[config.mk]
export PLATFORM = sky130hd
export DESIGN_NAME = xm_pattern_row_decoder
export DESIGN_NICKNAME = d
export VERILOG_FILES = /design/src/hw/rtl/xprd_pkg.sv /design/src/hw/rtl/xm_pattern_row_decoder.sv /design/src/hw/rtl/xprd_front.sv /design/src/hw/rtl/xprd_queue.sv /design/src/hw/rtl/xprd_back.sv
export SDC_FILE = /design/constraint.sdc
export NUM_CORES = 1
export LEC_CHECK = 0
export BUFFER_PORTS_ARGS = -buffer_cell sky130_fd_sc_hd__buf_2
export CAP_MARGIN = 30
export CORE_MARGIN = 4
export CORE_UTILIZATION = 60
export DETAILED_ROUTE_END_ITERATION = 12
export PLACE_DENSITY = 0.88
export SLEW_MARGIN = 25
export SYNTH_ARGS = -nofsm -noshare
export SYNTH_HDL_FRONTEND = slang
export SYNTH_SLANG_ARGS = --single-unit
[constraint.sdc]
create_clock -name clk -period 21.1 [get_ports clk]
set_input_delay 3.165 -clock clk [delete_from_list [all_inputs] [get_ports clk]]
set_output_delay 3.165 -clock clk [all_outputs]
set_load 0.01 [all_outputs]
[src/hw/rtl/xprd_pkg.sv]
// ----------------------------------------------------------------------------
// xprd_pkg: shared types and constants for the pattern row decoder
// Beat op format between front and back, effect codes, note divider table.
// ----------------------------------------------------------------------------
`default_nettype none

package xprd_pkg;

  // fixed geometry
  localparam int CHANNEL_COUNT      = 4;
  localparam int CH_W               = 2;
  localparam int NOTE_TABLE_ENTRIES = 97;
  localparam int QUEUE_DEPTH_DEF    = 4;

  // widths of per-channel state
  localparam int DIV_W  = 16;
  localparam int FREQ_W = 17;
  localparam int DET_W  = 14;
  localparam int QUOT_W = 10;

  // divide by 100 as multiply by reciprocal: x / 100 == (x * 167773) >> 24
  localparam int              RECIP_W     = 18;
  localparam logic [17:0]     RECIP_100   = 18'd167773;
  localparam int              RECIP_SHIFT = 24;

  // entry decode
  localparam logic [4:0] FM_RAW_FIELDS = 5'h1E;
  localparam logic [4:0] FM_AFTER_NOTE = 5'h1E;
  localparam logic [4:0] FM_AFTER_INST = 5'h1C;
  localparam logic [4:0] FM_AFTER_VOL  = 5'h18;
  localparam logic [4:0] FM_AFTER_EFF  = 5'h10;
  localparam logic [CH_W-1:0] CH_LAST  = CH_W'(CHANNEL_COUNT - 1);

  // effect codes
  localparam logic [7:0] EFF_JUMP  = 8'h0B;
  localparam logic [7:0] EFF_SPEED = 8'h0F;
  localparam logic [7:0] EFF_EXT   = 8'h0E;
  localparam logic [3:0] EXT_FINETUNE = 4'h5;
  localparam logic [7:0] SPEED_LIMIT  = 8'h20;
  localparam logic [4:0] FINETUNE_BIAS = 5'd8;

  // row result
  localparam logic [7:0] MASK_FIRST_ROW = 8'hC5;
  localparam logic [7:0] CHAN_BIT [CHANNEL_COUNT] = '{8'h01, 8'h40, 8'h04, 8'h80};
  localparam logic [7:0] INIT_SPEED_RST = 8'd6;

  // what the front tells the back to do with one byte
  typedef enum logic [2:0] {
    OP_SKIP,
    OP_LEAD,
    OP_NOTE,
    OP_INSTR,
    OP_PARAM
  } op_kind_t;

  typedef struct packed {
    op_kind_t        kind;
    logic [CH_W-1:0] ch;
    logic [7:0]      data;
    logic [7:0]      eff;
    logic            pat_start;
    logic            row_end;
  } op_t;

  localparam logic [DIV_W-1:0] NOTE_DIV_ROM [NOTE_TABLE_ENTRIES] = '{
    16'h0000, 16'h0020, 16'h0022, 16'h0040, 16'h0041, 16'h0080, 16'h00FE, 16'h00FF,
    16'h0100, 16'h0196, 16'h01AF, 16'h01C8, 16'h01E3, 16'h0200, 16'h021E, 16'h023F,
    16'h0261, 16'h0285, 16'h02AB, 16'h02D4, 16'h02FF, 16'h032D, 16'h035D, 16'h0390,
    16'h03C7, 16'h0400, 16'h043D, 16'h047D, 16'h04C2, 16'h050A, 16'h0557, 16'h05A8,
    16'h05FE, 16'h065A, 16'h06BA, 16'h0721, 16'h078D, 16'h0800, 16'h087A, 16'h08FB,
    16'h0984, 16'h0A14, 16'h0AAE, 16'h0B50, 16'h0BFD, 16'h0CB3, 16'h0D74, 16'h0E41,
    16'h0F1A, 16'h1000, 16'h10F4, 16'h11F6, 16'h1307, 16'h1429, 16'h155C, 16'h16A1,
    16'h17F9, 16'h1966, 16'h1AE9, 16'h1C82, 16'h1E34, 16'h2000, 16'h21E7, 16'h23EB,
    16'h260E, 16'h2851, 16'h2AB7, 16'h2D41, 16'h2FF2, 16'h32CC, 16'h35D1, 16'h3905,
    16'h3C68, 16'h4000, 16'h43CE, 16'h47D6, 16'h4C1C, 16'h50A3, 16'h556E, 16'h5A83,
    16'h5FE4, 16'h6598, 16'h6BA3, 16'h7209, 16'h78D1, 16'h8000, 16'h879D, 16'h8FAD,
    16'h9838, 16'hA145, 16'hAADC, 16'hB505, 16'hBFC9, 16'hCB30, 16'hD745, 16'hE412,
    16'hF1A2
  };

  // note number to divider; silence and out-of-range notes give 0
  function automatic logic [DIV_W-1:0] note_divider(input logic [7:0] note);
    logic [DIV_W-1:0] res;
    res = '0;
    if (note < 8'(NOTE_TABLE_ENTRIES)) begin
      res = NOTE_DIV_ROM[note[6:0]];
    end
    return res;
  endfunction

endpackage

`default_nettype wire

[src/hw/rtl/xm_pattern_row_decoder.sv]
// ----------------------------------------------------------------------------
// xm_pattern_row_decoder: packed XM pattern decoder, four channels
// Takes one pattern byte per beat; emits one row result per four entries.
// ----------------------------------------------------------------------------
// Usage:
//   Input channel (in_valid / in_stall): one pattern byte per beat, with
//   in_pattern_start high on the first byte of a pattern.
//   Output channel (out_valid / out_stall): one beat per completed row,
//   carrying change mask, speed, four frequencies, four instruments and
//   the loop point.
//   Config: cfg_wr_en / cfg_wr_data write the initial speed (reset 6);
//   write only while no row is in flight.
//   Throughput: one byte per cycle while the queue is not full. The parser
//   classifies a byte in the cycle it is accepted; the row engine executes
//   one op per cycle unless a row-ending op waits on a stalled output.
//   The result of a row goes through a queue slot, then the output register.
//   Stall: out_stall holds the result register; the row engine waits on a
//   row-ending op while the queue keeps taking bytes until it is full,
//   then in_stall rises.
//   Reset (rst_n low, synchronous): queue empty, state cleared, first-row
//   flag set, speed 6.
// ----------------------------------------------------------------------------
`default_nettype none

module xm_pattern_row_decoder #(
  parameter int QUEUE_DEPTH = xprd_pkg::QUEUE_DEPTH_DEF
) (
  input  wire logic        clk,
  input  wire logic        rst_n,
  input  wire logic        cfg_wr_en,
  input  wire logic [7:0]  cfg_wr_data,
  input  wire logic        in_valid,
  output logic             in_stall,
  input  wire logic [7:0]  in_data_byte,
  input  wire logic        in_pattern_start,
  output logic             out_valid,
  input  wire logic        out_stall,
  output logic [7:0]       out_change_mask,
  output logic [7:0]       out_row_speed,
  output logic [15:0]      out_freq_ch0,
  output logic [15:0]      out_freq_ch1,
  output logic [15:0]      out_freq_ch2,
  output logic [15:0]      out_freq_ch3,
  output logic [7:0]       out_instrument_ch0,
  output logic [7:0]       out_instrument_ch1,
  output logic [7:0]       out_instrument_ch2,
  output logic [7:0]       out_instrument_ch3,
  output logic [7:0]       out_loop_point
);
  import xprd_pkg::*;

  logic q_full;
  logic push_valid;
  op_t  push_op;
  logic pop_valid;
  logic pop_ready;
  op_t  pop_op;

  // byte parser
  xprd_front u_front (
    .clk              (clk),
    .rst_n            (rst_n),
    .in_valid         (in_valid),
    .in_stall         (in_stall),
    .in_data_byte     (in_data_byte),
    .in_pattern_start (in_pattern_start),
    .q_full           (q_full),
    .op_valid         (push_valid),
    .op               (push_op)
  );

  // op queue
  xprd_queue #(
    .DEPTH (QUEUE_DEPTH)
  ) u_queue (
    .clk        (clk),
    .rst_n      (rst_n),
    .push_valid (push_valid),
    .push_op    (push_op),
    .full       (q_full),
    .pop_ready  (pop_ready),
    .pop_valid  (pop_valid),
    .pop_op     (pop_op)
  );

  // row engine
  xprd_back u_back (
    .clk                (clk),
    .rst_n              (rst_n),
    .cfg_wr_en          (cfg_wr_en),
    .cfg_wr_data        (cfg_wr_data),
    .op_valid           (pop_valid),
    .op                 (pop_op),
    .op_ready           (pop_ready),
    .out_valid          (out_valid),
    .out_stall          (out_stall),
    .out_change_mask    (out_change_mask),
    .out_row_speed      (out_row_speed),
    .out_freq_ch0       (out_freq_ch0),
    .out_freq_ch1       (out_freq_ch1),
    .out_freq_ch2       (out_freq_ch2),
    .out_freq_ch3       (out_freq_ch3),
    .out_instrument_ch0 (out_instrument_ch0),
    .out_instrument_ch1 (out_instrument_ch1),
    .out_instrument_ch2 (out_instrument_ch2),
    .out_instrument_ch3 (out_instrument_ch3),
    .out_loop_point     (out_loop_point)
  );

endmodule

`default_nettype wire

[src/hw/rtl/xprd_front.sv]
// ----------------------------------------------------------------------------
// xprd_front: pattern byte parser
// Tracks entry phase, field mask, effect type and channel; turns each input
// beat into one op for the back end.
// ----------------------------------------------------------------------------
`default_nettype none

module xprd_front (
  input  wire logic         clk,
  input  wire logic         rst_n,
  input  wire logic         in_valid,
  output logic              in_stall,
  input  wire logic [7:0]   in_data_byte,
  input  wire logic         in_pattern_start,
  input  wire logic         q_full,
  output logic              op_valid,
  output xprd_pkg::op_t     op
);
  import xprd_pkg::*;

  logic            in_entry_r, in_entry_nxt;
  logic [4:0]      fm_r, fm_nxt;
  logic [7:0]      eff_r, eff_nxt;
  logic [CH_W-1:0] ch_r, ch_nxt;

  logic            ph;
  logic [4:0]      fm;
  logic [7:0]      eff;
  logic [CH_W-1:0] ch;
  op_kind_t        kind;
  logic            done;

  assign in_stall = q_full;
  assign op_valid = in_valid && !q_full;

  // classify the byte; a pattern start restarts at channel 0's lead byte
  always_comb begin
    ph  = in_pattern_start ? 1'b0 : in_entry_r;
    fm  = in_pattern_start ? 5'd0 : fm_r;
    eff = in_pattern_start ? 8'd0 : eff_r;
    ch  = in_pattern_start ? '0   : ch_r;

    fm_nxt  = fm;
    eff_nxt = eff;
    kind    = OP_SKIP;
    if (!ph) begin
      eff_nxt = '0;
      if (in_data_byte[7]) begin
        fm_nxt = in_data_byte[4:0];
        kind   = OP_LEAD;
      end else begin
        fm_nxt = FM_RAW_FIELDS;
        kind   = OP_NOTE;
      end
    end else if (fm[0]) begin
      fm_nxt = fm & FM_AFTER_NOTE;
      kind   = OP_NOTE;
    end else if (fm[1]) begin
      fm_nxt = fm & FM_AFTER_INST;
      kind   = OP_INSTR;
    end else if (fm[2]) begin
      fm_nxt = fm & FM_AFTER_VOL;
    end else if (fm[3]) begin
      fm_nxt  = fm & FM_AFTER_EFF;
      eff_nxt = in_data_byte;
    end else begin
      fm_nxt = '0;
      kind   = OP_PARAM;
    end

    // entry ends when no fields remain
    done = (fm_nxt == 5'd0);
    if (done) begin
      in_entry_nxt = 1'b0;
      eff_nxt      = '0;
      ch_nxt       = ch + 1'b1;
    end else begin
      in_entry_nxt = 1'b1;
      ch_nxt       = ch;
    end

    op.kind      = kind;
    op.ch        = ch;
    op.data      = in_data_byte;
    op.eff       = eff;
    op.pat_start = in_pattern_start;
    op.row_end   = done && (ch == CH_LAST);
  end

  always_ff @(posedge clk) begin
    if (!rst_n) begin
      in_entry_r <= 1'b0;
      fm_r       <= '0;
      eff_r      <= '0;
      ch_r       <= '0;
    end else if (op_valid) begin
      in_entry_r <= in_entry_nxt;
      fm_r       <= fm_nxt;
      eff_r      <= eff_nxt;
      ch_r       <= ch_nxt;
    end
  end

endmodule

`default_nettype wire

[src/hw/rtl/xprd_queue.sv]
// ----------------------------------------------------------------------------
// xprd_queue: small op queue between front and back
// Flip-flop FIFO; lets the parser and the row engine stall independently.
// ----------------------------------------------------------------------------
`default_nettype none

module xprd_queue #(
  parameter int DEPTH = xprd_pkg::QUEUE_DEPTH_DEF
) (
  input  wire logic          clk,
  input  wire logic          rst_n,
  input  wire logic          push_valid,
  input  wire xprd_pkg::op_t push_op,
  output logic               full,
  input  wire logic          pop_ready,
  output logic               pop_valid,
  output xprd_pkg::op_t      pop_op
);
  import xprd_pkg::*;

  localparam int PTR_W = (DEPTH > 1) ? $clog2(DEPTH) : 1;
  localparam int CNT_W = $clog2(DEPTH + 1);

  op_t              mem_r [DEPTH];
  logic [PTR_W-1:0] wr_ptr_r, wr_ptr_nxt;
  logic [PTR_W-1:0] rd_ptr_r, rd_ptr_nxt;
  logic [CNT_W-1:0] count_r, count_nxt;
  logic             do_push, do_pop;

  assign full      = (count_r == CNT_W'(DEPTH));
  assign pop_valid = (count_r != '0);
  assign pop_op    = mem_r[rd_ptr_r];
  assign do_push   = push_valid && !full;
  assign do_pop    = pop_valid && pop_ready;

  // pointer and fill count
  always_comb begin
    wr_ptr_nxt = wr_ptr_r;
    rd_ptr_nxt = rd_ptr_r;
    count_nxt  = count_r;
    if (do_push) begin
      wr_ptr_nxt = (wr_ptr_r == PTR_W'(DEPTH - 1)) ? '0 : wr_ptr_r + 1'b1;
    end
    if (do_pop) begin
      rd_ptr_nxt = (rd_ptr_r == PTR_W'(DEPTH - 1)) ? '0 : rd_ptr_r + 1'b1;
    end
    if (do_push && !do_pop) begin
      count_nxt = count_r + 1'b1;
    end else if (do_pop && !do_push) begin
      count_nxt = count_r - 1'b1;
    end
  end

  always_ff @(posedge clk) begin
    if (!rst_n) begin
      wr_ptr_r <= '0;
      rd_ptr_r <= '0;
      count_r  <= '0;
    end else begin
      wr_ptr_r <= wr_ptr_nxt;
      rd_ptr_r <= rd_ptr_nxt;
      count_r  <= count_nxt;
    end
  end

  // storage, no reset
  always_ff @(posedge clk) begin
    if (do_push) begin
      mem_r[wr_ptr_r] <= push_op;
    end
  end

endmodule

`default_nettype wire

[src/hw/rtl/xprd_back.sv]
// ----------------------------------------------------------------------------
// xprd_back: channel state and row result engine
// Executes one op per cycle on the per-channel state and loads the output
// register at each row end; a row-ending op waits while the output stalls.
// ----------------------------------------------------------------------------
`default_nettype none

module xprd_back (
  input  wire logic          clk,
  input  wire logic          rst_n,
  input  wire logic          cfg_wr_en,
  input  wire logic [7:0]    cfg_wr_data,
  input  wire logic          op_valid,
  input  wire xprd_pkg::op_t op,
  output logic               op_ready,
  output logic               out_valid,
  input  wire logic          out_stall,
  output logic [7:0]         out_change_mask,
  output logic [7:0]         out_row_speed,
  output logic [15:0]        out_freq_ch0,
  output logic [15:0]        out_freq_ch1,
  output logic [15:0]        out_freq_ch2,
  output logic [15:0]        out_freq_ch3,
  output logic [7:0]         out_instrument_ch0,
  output logic [7:0]         out_instrument_ch1,
  output logic [7:0]         out_instrument_ch2,
  output logic [7:0]         out_instrument_ch3,
  output logic [7:0]         out_loop_point
);
  import xprd_pkg::*;

  // config
  logic [7:0] init_speed_r;

  // channel state
  logic [DIV_W-1:0]  div_r       [CHANNEL_COUNT];
  logic [DIV_W-1:0]  div_nxt     [CHANNEL_COUNT];
  logic [QUOT_W-1:0] quot_r      [CHANNEL_COUNT];
  logic [QUOT_W-1:0] quot_nxt    [CHANNEL_COUNT];
  logic [7:0]        inst_r      [CHANNEL_COUNT];
  logic [7:0]        inst_nxt    [CHANNEL_COUNT];
  logic [7:0]        inst_prev_r [CHANNEL_COUNT];
  logic [7:0]        inst_prev_nxt [CHANNEL_COUNT];
  logic [FREQ_W-1:0] freq_prev_r [CHANNEL_COUNT];
  logic [FREQ_W-1:0] freq_prev_nxt [CHANNEL_COUNT];
  logic [DET_W-1:0]  det_r       [CHANNEL_COUNT];
  logic [DET_W-1:0]  det_nxt     [CHANNEL_COUNT];
  logic [CHANNEL_COUNT-1:0] trig_r, trig_nxt;
  logic [7:0] speed_r, speed_nxt;
  logic [7:0] loop_r, loop_nxt;
  logic       first_r, first_nxt;

  // output register
  logic              out_valid_r;
  logic [7:0]        mask_r, mask_nxt;
  logic [7:0]        ospeed_r;
  logic [7:0]        oloop_r;
  logic [15:0]       ofreq_r  [CHANNEL_COUNT];
  logic [15:0]       ofreq_nxt [CHANNEL_COUNT];
  logic [7:0]        oinst_r  [CHANNEL_COUNT];
  logic [7:0]        oinst_nxt [CHANNEL_COUNT];

  logic                        out_free, pop, out_load;
  logic [DIV_W-1:0]            new_div;
  logic [DIV_W+RECIP_W-1:0]    quot_prod;
  logic [QUOT_W-1:0]           new_quot;
  logic signed [4:0]           ft_steps;
  logic signed [15:0]          det_prod;
  logic [FREQ_W-1:0]           f;

  assign out_free = !out_valid_r || !out_stall;
  assign op_ready = !op.row_end || out_free;
  assign pop      = op_valid && op_ready;
  assign out_load = pop && op.row_end;

  // note lookup and quotient for finetune
  assign new_div   = note_divider(op.data);
  assign quot_prod = new_div * RECIP_100;
  assign new_quot  = quot_prod[RECIP_SHIFT +: QUOT_W];

  // finetune: (divider / 100) * (x - 8)
  assign ft_steps = $signed({1'b0, op.data[3:0]}) - $signed(FINETUNE_BIAS);
  assign det_prod = $signed({1'b0, quot_r[op.ch]}) * ft_steps;

  always_comb begin
    div_nxt       = div_r;
    quot_nxt      = quot_r;
    inst_nxt      = inst_r;
    inst_prev_nxt = inst_prev_r;
    freq_prev_nxt = freq_prev_r;
    det_nxt       = det_r;
    trig_nxt      = trig_r;
    speed_nxt     = speed_r;
    loop_nxt      = loop_r;
    first_nxt     = first_r;
    mask_nxt      = '0;
    ofreq_nxt     = ofreq_r;
    oinst_nxt     = oinst_r;
    f             = '0;

    if (pop) begin
      // pattern start clears channel state first
      if (op.pat_start) begin
        for (int c = 0; c < CHANNEL_COUNT; c++) begin
          div_nxt[CH_W'(c)]       = '0;
          quot_nxt[CH_W'(c)]      = '0;
          inst_nxt[CH_W'(c)]      = '0;
          inst_prev_nxt[CH_W'(c)] = '0;
          freq_prev_nxt[CH_W'(c)] = '0;
          det_nxt[CH_W'(c)]       = '0;
        end
        trig_nxt  = '0;
        first_nxt = 1'b1;
        speed_nxt = init_speed_r;
      end

      case (op.kind)
        OP_LEAD: begin
          trig_nxt[op.ch] = 1'b0;
        end
        OP_NOTE: begin
          div_nxt[op.ch]  = new_div;
          quot_nxt[op.ch] = new_quot;
          trig_nxt[op.ch] = 1'b1;
        end
        OP_INSTR: begin
          inst_nxt[op.ch] = op.data;
        end
        OP_PARAM: begin
          case (op.eff)
            EFF_JUMP: begin
              loop_nxt = {op.data[6:0], 1'b0};
            end
            EFF_SPEED: begin
              if (op.data < SPEED_LIMIT) begin
                speed_nxt = op.data;
              end
            end
            EFF_EXT: begin
              if (op.data[7:4] == EXT_FINETUNE) begin
                det_nxt[op.ch] = det_prod[DET_W-1:0];
              end
            end
            default: begin
            end
          endcase
        end
        default: begin
        end
      endcase

      // row end: build result from the updated state
      if (op.row_end) begin
        for (int c = 0; c < CHANNEL_COUNT; c++) begin
          if (div_nxt[CH_W'(c)] == '0) begin
            inst_nxt[CH_W'(c)] = '0;
          end
          f = {1'b0, div_nxt[CH_W'(c)]}
            + {{(FREQ_W-DET_W){det_nxt[CH_W'(c)][DET_W-1]}}, det_nxt[CH_W'(c)]};
          if (trig_nxt[CH_W'(c)] || (f != freq_prev_nxt[CH_W'(c)]) ||
              (inst_nxt[CH_W'(c)] != inst_prev_nxt[CH_W'(c)])) begin
            mask_nxt = mask_nxt | CHAN_BIT[CH_W'(c)];
          end
          freq_prev_nxt[CH_W'(c)] = f;
          inst_prev_nxt[CH_W'(c)] = inst_nxt[CH_W'(c)];
          ofreq_nxt[CH_W'(c)]     = f[15:0];
          oinst_nxt[CH_W'(c)]     = inst_nxt[CH_W'(c)];
          det_nxt[CH_W'(c)]       = '0;
        end
        if (first_nxt) begin
          mask_nxt = MASK_FIRST_ROW;
        end
        first_nxt = 1'b0;
      end
    end
  end

  // config register
  always_ff @(posedge clk) begin
    if (!rst_n) begin
      init_speed_r <= INIT_SPEED_RST;
    end else if (cfg_wr_en) begin
      init_speed_r <= cfg_wr_data;
    end
  end

  // channel state
  always_ff @(posedge clk) begin
    if (!rst_n) begin
      for (int c = 0; c < CHANNEL_COUNT; c++) begin
        div_r[CH_W'(c)]       <= '0;
        quot_r[CH_W'(c)]      <= '0;
        inst_r[CH_W'(c)]      <= '0;
        inst_prev_r[CH_W'(c)] <= '0;
        freq_prev_r[CH_W'(c)] <= '0;
        det_r[CH_W'(c)]       <= '0;
      end
      trig_r  <= '0;
      speed_r <= INIT_SPEED_RST;
      loop_r  <= '0;
      first_r <= 1'b1;
    end else begin
      div_r       <= div_nxt;
      quot_r      <= quot_nxt;
      inst_r      <= inst_nxt;
      inst_prev_r <= inst_prev_nxt;
      freq_prev_r <= freq_prev_nxt;
      det_r       <= det_nxt;
      trig_r      <= trig_nxt;
      speed_r     <= speed_nxt;
      loop_r      <= loop_nxt;
      first_r     <= first_nxt;
    end
  end

  // output register: valid with reset, payload without
  always_ff @(posedge clk) begin
    if (!rst_n) begin
      out_valid_r <= 1'b0;
    end else if (out_load) begin
      out_valid_r <= 1'b1;
    end else if (!out_stall) begin
      out_valid_r <= 1'b0;
    end
  end

  always_ff @(posedge clk) begin
    if (out_load) begin
      mask_r   <= mask_nxt;
      ospeed_r <= speed_nxt;
      oloop_r  <= loop_nxt;
      ofreq_r  <= ofreq_nxt;
      oinst_r  <= oinst_nxt;
    end
  end

  assign out_valid          = out_valid_r;
  assign out_change_mask    = mask_r;
  assign out_row_speed      = ospeed_r;
  assign out_loop_point     = oloop_r;
  assign out_freq_ch0       = ofreq_r[0];
  assign out_freq_ch1       = ofreq_r[1];
  assign out_freq_ch2       = ofreq_r[2];
  assign out_freq_ch3       = ofreq_r[3];
  assign out_instrument_ch0 = oinst_r[0];
  assign out_instrument_ch1 = oinst_r[1];
  assign out_instrument_ch2 = oinst_r[2];
  assign out_instrument_ch3 = oinst_r[3];

endmodule

`default_nettype wire

**After elaboration in Yosys (flattened, before gate mapping)**

Memories as Yosys holds them, arrays and structs flattened. A register that Yosys moved wholly into a read port is not among the register bits.
Index checks and enable logic that the tools add are counted.

- Bits in registers: 367
- Memory bits (writable): 92
- Bits in read-only memories: 2048
- Bits of input ports: 22
- Word-level logic and storage cells: 223
- Memories: 2

Memories:

| name | depth | width | read ports | clocked after memory_dff | wr ports | RTL line | text |
|---|---|---|---|---|---|---|---|
| (name not given) | 128 | 16 | 1 | 0 | 0 | xprd_pkg.sv:86 | `res = NOTE_DIV_ROM[note[6:0]];` |
| u_queue.mem_r | 4 | 23 | 1 | 1 | 1 | xprd_queue.sv:24 | `op_t mem_r [DEPTH];` |

- Add/sub/neg operators: 8
- Multiply operators: 2
- Magnitude comparators: 7
- Equality and inequality tests: 21
- Mux-type cells: 102
- Bitwise gates (word level): 7
- Reductions and logical operators: 33

Operators by type and width:

| kind | count |
|---|---|
| two-way mux 56 bit | 4 |
| two-way mux 8 bit | 23 |
| two-way mux 16 bit | 10 |
| two-way mux 64 bit | 2 |
| two-way mux 34 bit | 3 |
| two-way mux 32 bit | 3 |
| two-way mux 28 bit | 3 |
| bitwise mux 64 bit | 1 |
| bitwise mux 56 bit | 1 |
| bitwise mux 40 bit | 1 |
| two-way mux 20 bit | 2 |
| two-way mux 40 bit | 1 |
| two-way mux 5 bit | 7 |
| adder 16 x 17 -> 17 bit | 2 |
| multiplier 16 x 18 -> 34 bit, second input constant | 1 |
| != test 17 bit | 2 |
| bitwise mux 32 bit | 1 |
| demux 16 bit (select 2 bit) | 1 |
| logical NOT 16 bit | 2 |
| two-way mux 10 bit | 3 |
| demux 14 bit (select 2 bit) | 1 |
| == test 8 x 4 -> 1 bit, second input constant | 3 |
| two-way mux 3 bit | 7 |
| binary-select mux 10 bit (select 2 bit) | 1 |
| other kinds (45) | 95 |

**Depth between registers and ports, before layout**

- Depth in word-level cells: 17
- Depth in mapped cells: 40
- Depth with buffers taken out: 36

**Hierarchy**

Synthesis repeated with hierarchy kept, for this count alone.

- Cell total of the unflattened synthesis: 2703
- Area total of the unflattened synthesis: 26825.7 um2

Modules (own cells, without submodules):

| module | instances | cells each | area an instance (um2) |
|---|---|---|---|
| xprd_back | 1 | 2417 | 22023.6 |
| xprd_queue | 1 | 171 | 3828.7 |
| xprd_front | 1 | 115 | 973.4 |

**Worst setup path before layout**

OpenSTA, ideal clock, no wires.

- Path kind: flip-flop to flip-flop
- Start point: register with a tool-made name
- End point: register u_back.quot_r[29] in the netlist's numbering
- Library setup time: 0.117 ns
- Arrival time: 9.409 ns
- Required time: 20.983 ns
- Setup slack: 11.575 ns
- Cell stages (with the launch flop): 39
- Cells stage by stage: dfxtp_1 buf_6 buf_6 mux2_2 inv_2 buf_2 clkbuf_1 clkbuf_1 ha_1 buf_2 inv_1 and3_1 a2111oi_0 a211oi_1 nor3_1 ha_1 inv_1 fa_1 (+3 left out) fa_1 inv_1 fa_1 inv_1 ha_1 and3_1 a221o_1 a21oi_1 o21ai_0 a21o_1 a211o_1 a22o_1 a311o_1 a21oi_1 o21ai_0 a21oi_1 xnor2_1 a22o_1

RTL lines:

| what | RTL line | text |
|---|---|---|
| end signal, assigned | xprd_back.sv:204 | `quot_r <= quot_nxt;` |
| end, declared | xprd_back.sv:38 | `logic [QUOT_W-1:0] quot_r [CHANNEL_COUNT];` |

==> impl_metrics.tcl <==
set metrics [dict create \
    outcome "finished, final reports clean" \
    cts.sinks 378 \
    dp_hpwl_um 51770 \
    critical_path_class "flip-flop to flip-flop" \
    synth_edf_count 179 \
    grt-ovfl-total 0 \
    synth_seq_cells 378 \
    start_kind "flip-flop" \
    hold_path_class "flip-flop to flip-flop" \
    max_clock_freq_mhz 93.41 \
    initial_core_util_pct 61.07 \
    cts_setup_buffers 0 \
    ctsLongestPathBuffers 3 \
    fin_skew_ns 0.02818 \
    ant_nets 0 \
    hold_path.startpoint "u_back.inst_r[23]" \
    seq_area_frac_synth_pct 35.42 \
    gp_congestion 0.9729 \
    fp.dieW_um 217.8 \
    syn_inst 2658 \
    worstMarginPinSlew_ns 0.9521 \
    dr.pass1.iters 8 \
    antenna_found_initial 0 \
    cts_resized 0 \
    io_pins 144 \
    postCtsHoldBufs 0 \
    hold_viol 0 \
    grt_use_total_pct 29.18 \
    fp.dieH_um 217.8 \
    design.core.area_mm2 0.04327 \
    synth.distinct_cells 96 \
    grt_pass1_vias 20430 \
    ys_async_sr_fraction_pct 0 \
    clk_latency_ns 0.54 \
    drtIter0Drc 2526 \
    synth_area_per_cell_um2 9.940 \
    max_slew_margin_pct 36.29 \
    io_buffers 91 \
    required_ns 21.52 \
    crit_top_cell "fa_1" \
    drc 0 \
    synth_ff_type "dfxtp_1" \
    period_needed_ns 10.71 \
    final_layout_size_suffix_gt1_share_pct 9.712 \
    std_cell_rows 76 \
    critical_path.max_stage_delay_ns 0.84 \
    grt_max_degree 79 \
    syn-cell-area_mm2 0.02642 \
    wl_um 71280 \
    synth_warnings 0 \
    min_period_over_period_pct 50.74 \
    area_growth_pct 7.127 \
    grt_setup_unrepaired "false" \
    routedWlPerCell_um 21.64 \
    htreeDepth 2 \
    grt_pass1_wl_um 111300 \
    vias 20780 \
    tritoncts "yes" \
    dieArea_mm2 0.04746 \
    finalMaxSlewViolations 0 \
    slowest_stage "mux4_2" \
    path_clk_slew_ns 0.06 \
    via_per_inst 6.310 \
    crit_fanout 39 \
    finalSetupViolCount 0 \
    cts_buffers 38 \
    fin_nets 3042 \
    crit_arrival_ns 11.12 \
    drv_cap 0 \
    n_antenna_cell 0 \
    clock-root-buffer "clkbuf_16" \
    fin_setup_tns_ns 0 \
    cp-end-kind "flip-flop" \
]
-- routing by layer --
metal	routed length (um)	up-vias	share of wire (%)	track usage [%]
met5	0	-	0	0
met4	2897	0	4.1	9.817
met3	6379	210	8.9	6.047
met2	33500	1083	47	47.62
met1	28500	10100	40	39.17
li1	-	9385	-	-
-- worst max-delay path: cells and delay by family (launching register included) --
kind                       cells  cell delay, ns
DFF                            1            0.31
AOI/OAI and AO/OA             14            3.45
muxes                          1            0.84
xor gates and xnor gates       1            0.15
and+or+nand+nor                3            1.03
adders and majority gates      8            3.75
buffers and inverters          6            1.03
-- stage by stage --
step / worst slack (ns) / instance area [um^2] / util [%] / std cells / hold WS (ns)
after global routing: 9.893 / 28300 / 65.42 / 3293 / 0.4854
after CTS: 10.53 / 28290 / 65.39 / 3292 / 0.4556
after global placement: 10.80 / 27040 / 62.50 / 3224 / 0.4352
final: 10.39 / 28300 / 65.42 / 3293 / 0.4574
after floorplan: 11.57 / 26610 / - / 2709 / 0.4241
after detailed placement: 10.58 / 27050 / 62.51 / 3224 / 0.4419
-- registers in the layout, indices dropped and copies added, names as in the netlist, 3 cells and up, named ones only --
name                       cells
u_queue.mem_r                 92
u_back.quot_r                 40
u_back.freq_prev_r            34
u_back.div_r                  32
u_back.det_r                  28
u_back.inst_prev_r            16
u_back.inst_r                 16
u_back.out_freq_ch0           16
u_back.out_freq_ch1           16
u_back.init_speed_r            8
u_back.loop_r                  8
u_back.out_instrument_ch0      8
u_back.out_instrument_ch1      8
u_back.out_loop_point          8
u_back.out_row_speed           8
u_back.speed_r                 8
u_front.eff_r                  8
u_front.fm_r                   5
u_back.out_change_mask         3
u_queue.count_r                3
-- worst paths after layout --
path / slack, ns / to / depth (start not counted)
worst max-delay path: 10.39 / u_back.quot_r[29] / 33
worst min-delay path: 0.46 / u_back.inst_r[23] / 2
worst max register to register: 10.39 / u_back.quot_r[29] / 33
worst min register to register: 0.46 / u_back.inst_r[23] / 2
-- logic make-up after synthesis --
| group | Yosys count | synth area share [%] |
|---|---|---|
| buf+inv | 451 | 7.520 |
| simple gates | 718 | 14.22 |
| other cells | 1 | 0.01419 |
| compound gates | 601 | 15.78 |
| flops | 378 | 35.42 |
| mux | 87 | 4.551 |
| xor+xnor | 81 | 2.685 |
| fa+ha+maj | 341 | 19.80 |
-- cell usage in the layout (no fill, tap or decap), drive strengths merged, types with 15 or more instances in the layout --
cell and instances:
conb 52, a22o 39, and3 15, o21ai 144
buf 116, o211ai 17, dfxtp 199, a21oi 70
clkbuf 57, a31oi 33, nand3 85, and2 65
a21o 24, nor3 26, nor2b 110, edfxtp 179
nor3b 19, a21boi 29, inv 267, a22oi 85
a211oi 15, mux4 24, fa 129, nor4 15
nand2 146, mux2i 38, nand2b 31, ha 211
mux2 25, xnor2 57, nor2 150, xor2 24
-- synthesized netlist by cell type (13+ instances only) --
cell      instances  share of area, %
nor4_1           13              0.31
a21boi_0         29              0.82
mux2_2           24               1.0
buf_4            56               1.6
nor2b_1         110               2.6
nand3_1          85               1.6
ha_1            211                10
xor2_1           24              0.80
a22oi_1          84               2.4
mux4_2           24               2.0
a22o_1           39               1.3
o211a_1          13              0.49
nor3_1           25              0.47
buf_2            19              0.36
nor2_1          148               2.1
nand2_1         145               2.1
a21oi_1          70               1.3
xnor2_1          57               1.9
nor3b_1          19              0.54
and2_1           65               1.5
o211ai_1         17              0.48
nand2b_1         31              0.73
a31oi_1          33              0.78
mux2i_1          38               1.4
o21ai_0         132               2.5
a21o_1           24              0.68
a211oi_1         15              0.43
inv_1           260               3.7
and3_1           15              0.36
fa_1            129               9.8
dfxtp_1         199                15
clkbuf_1         93               1.3
edfxtp_1        179                20
-- cell type report --
type	count	area, um^2
well taps	585	732.0
multi-input cells	1880	15320
flip-flops and latches	378	9359
inverters	265	996.0
clock buffers	56	1121
repair buffers	117	650.6
clock inverters	12	125.1
fillers	3223	14960
Power is not shown: default switching activity piles up to over one toggle a cycle in this logic, so the estimate is an artifact.
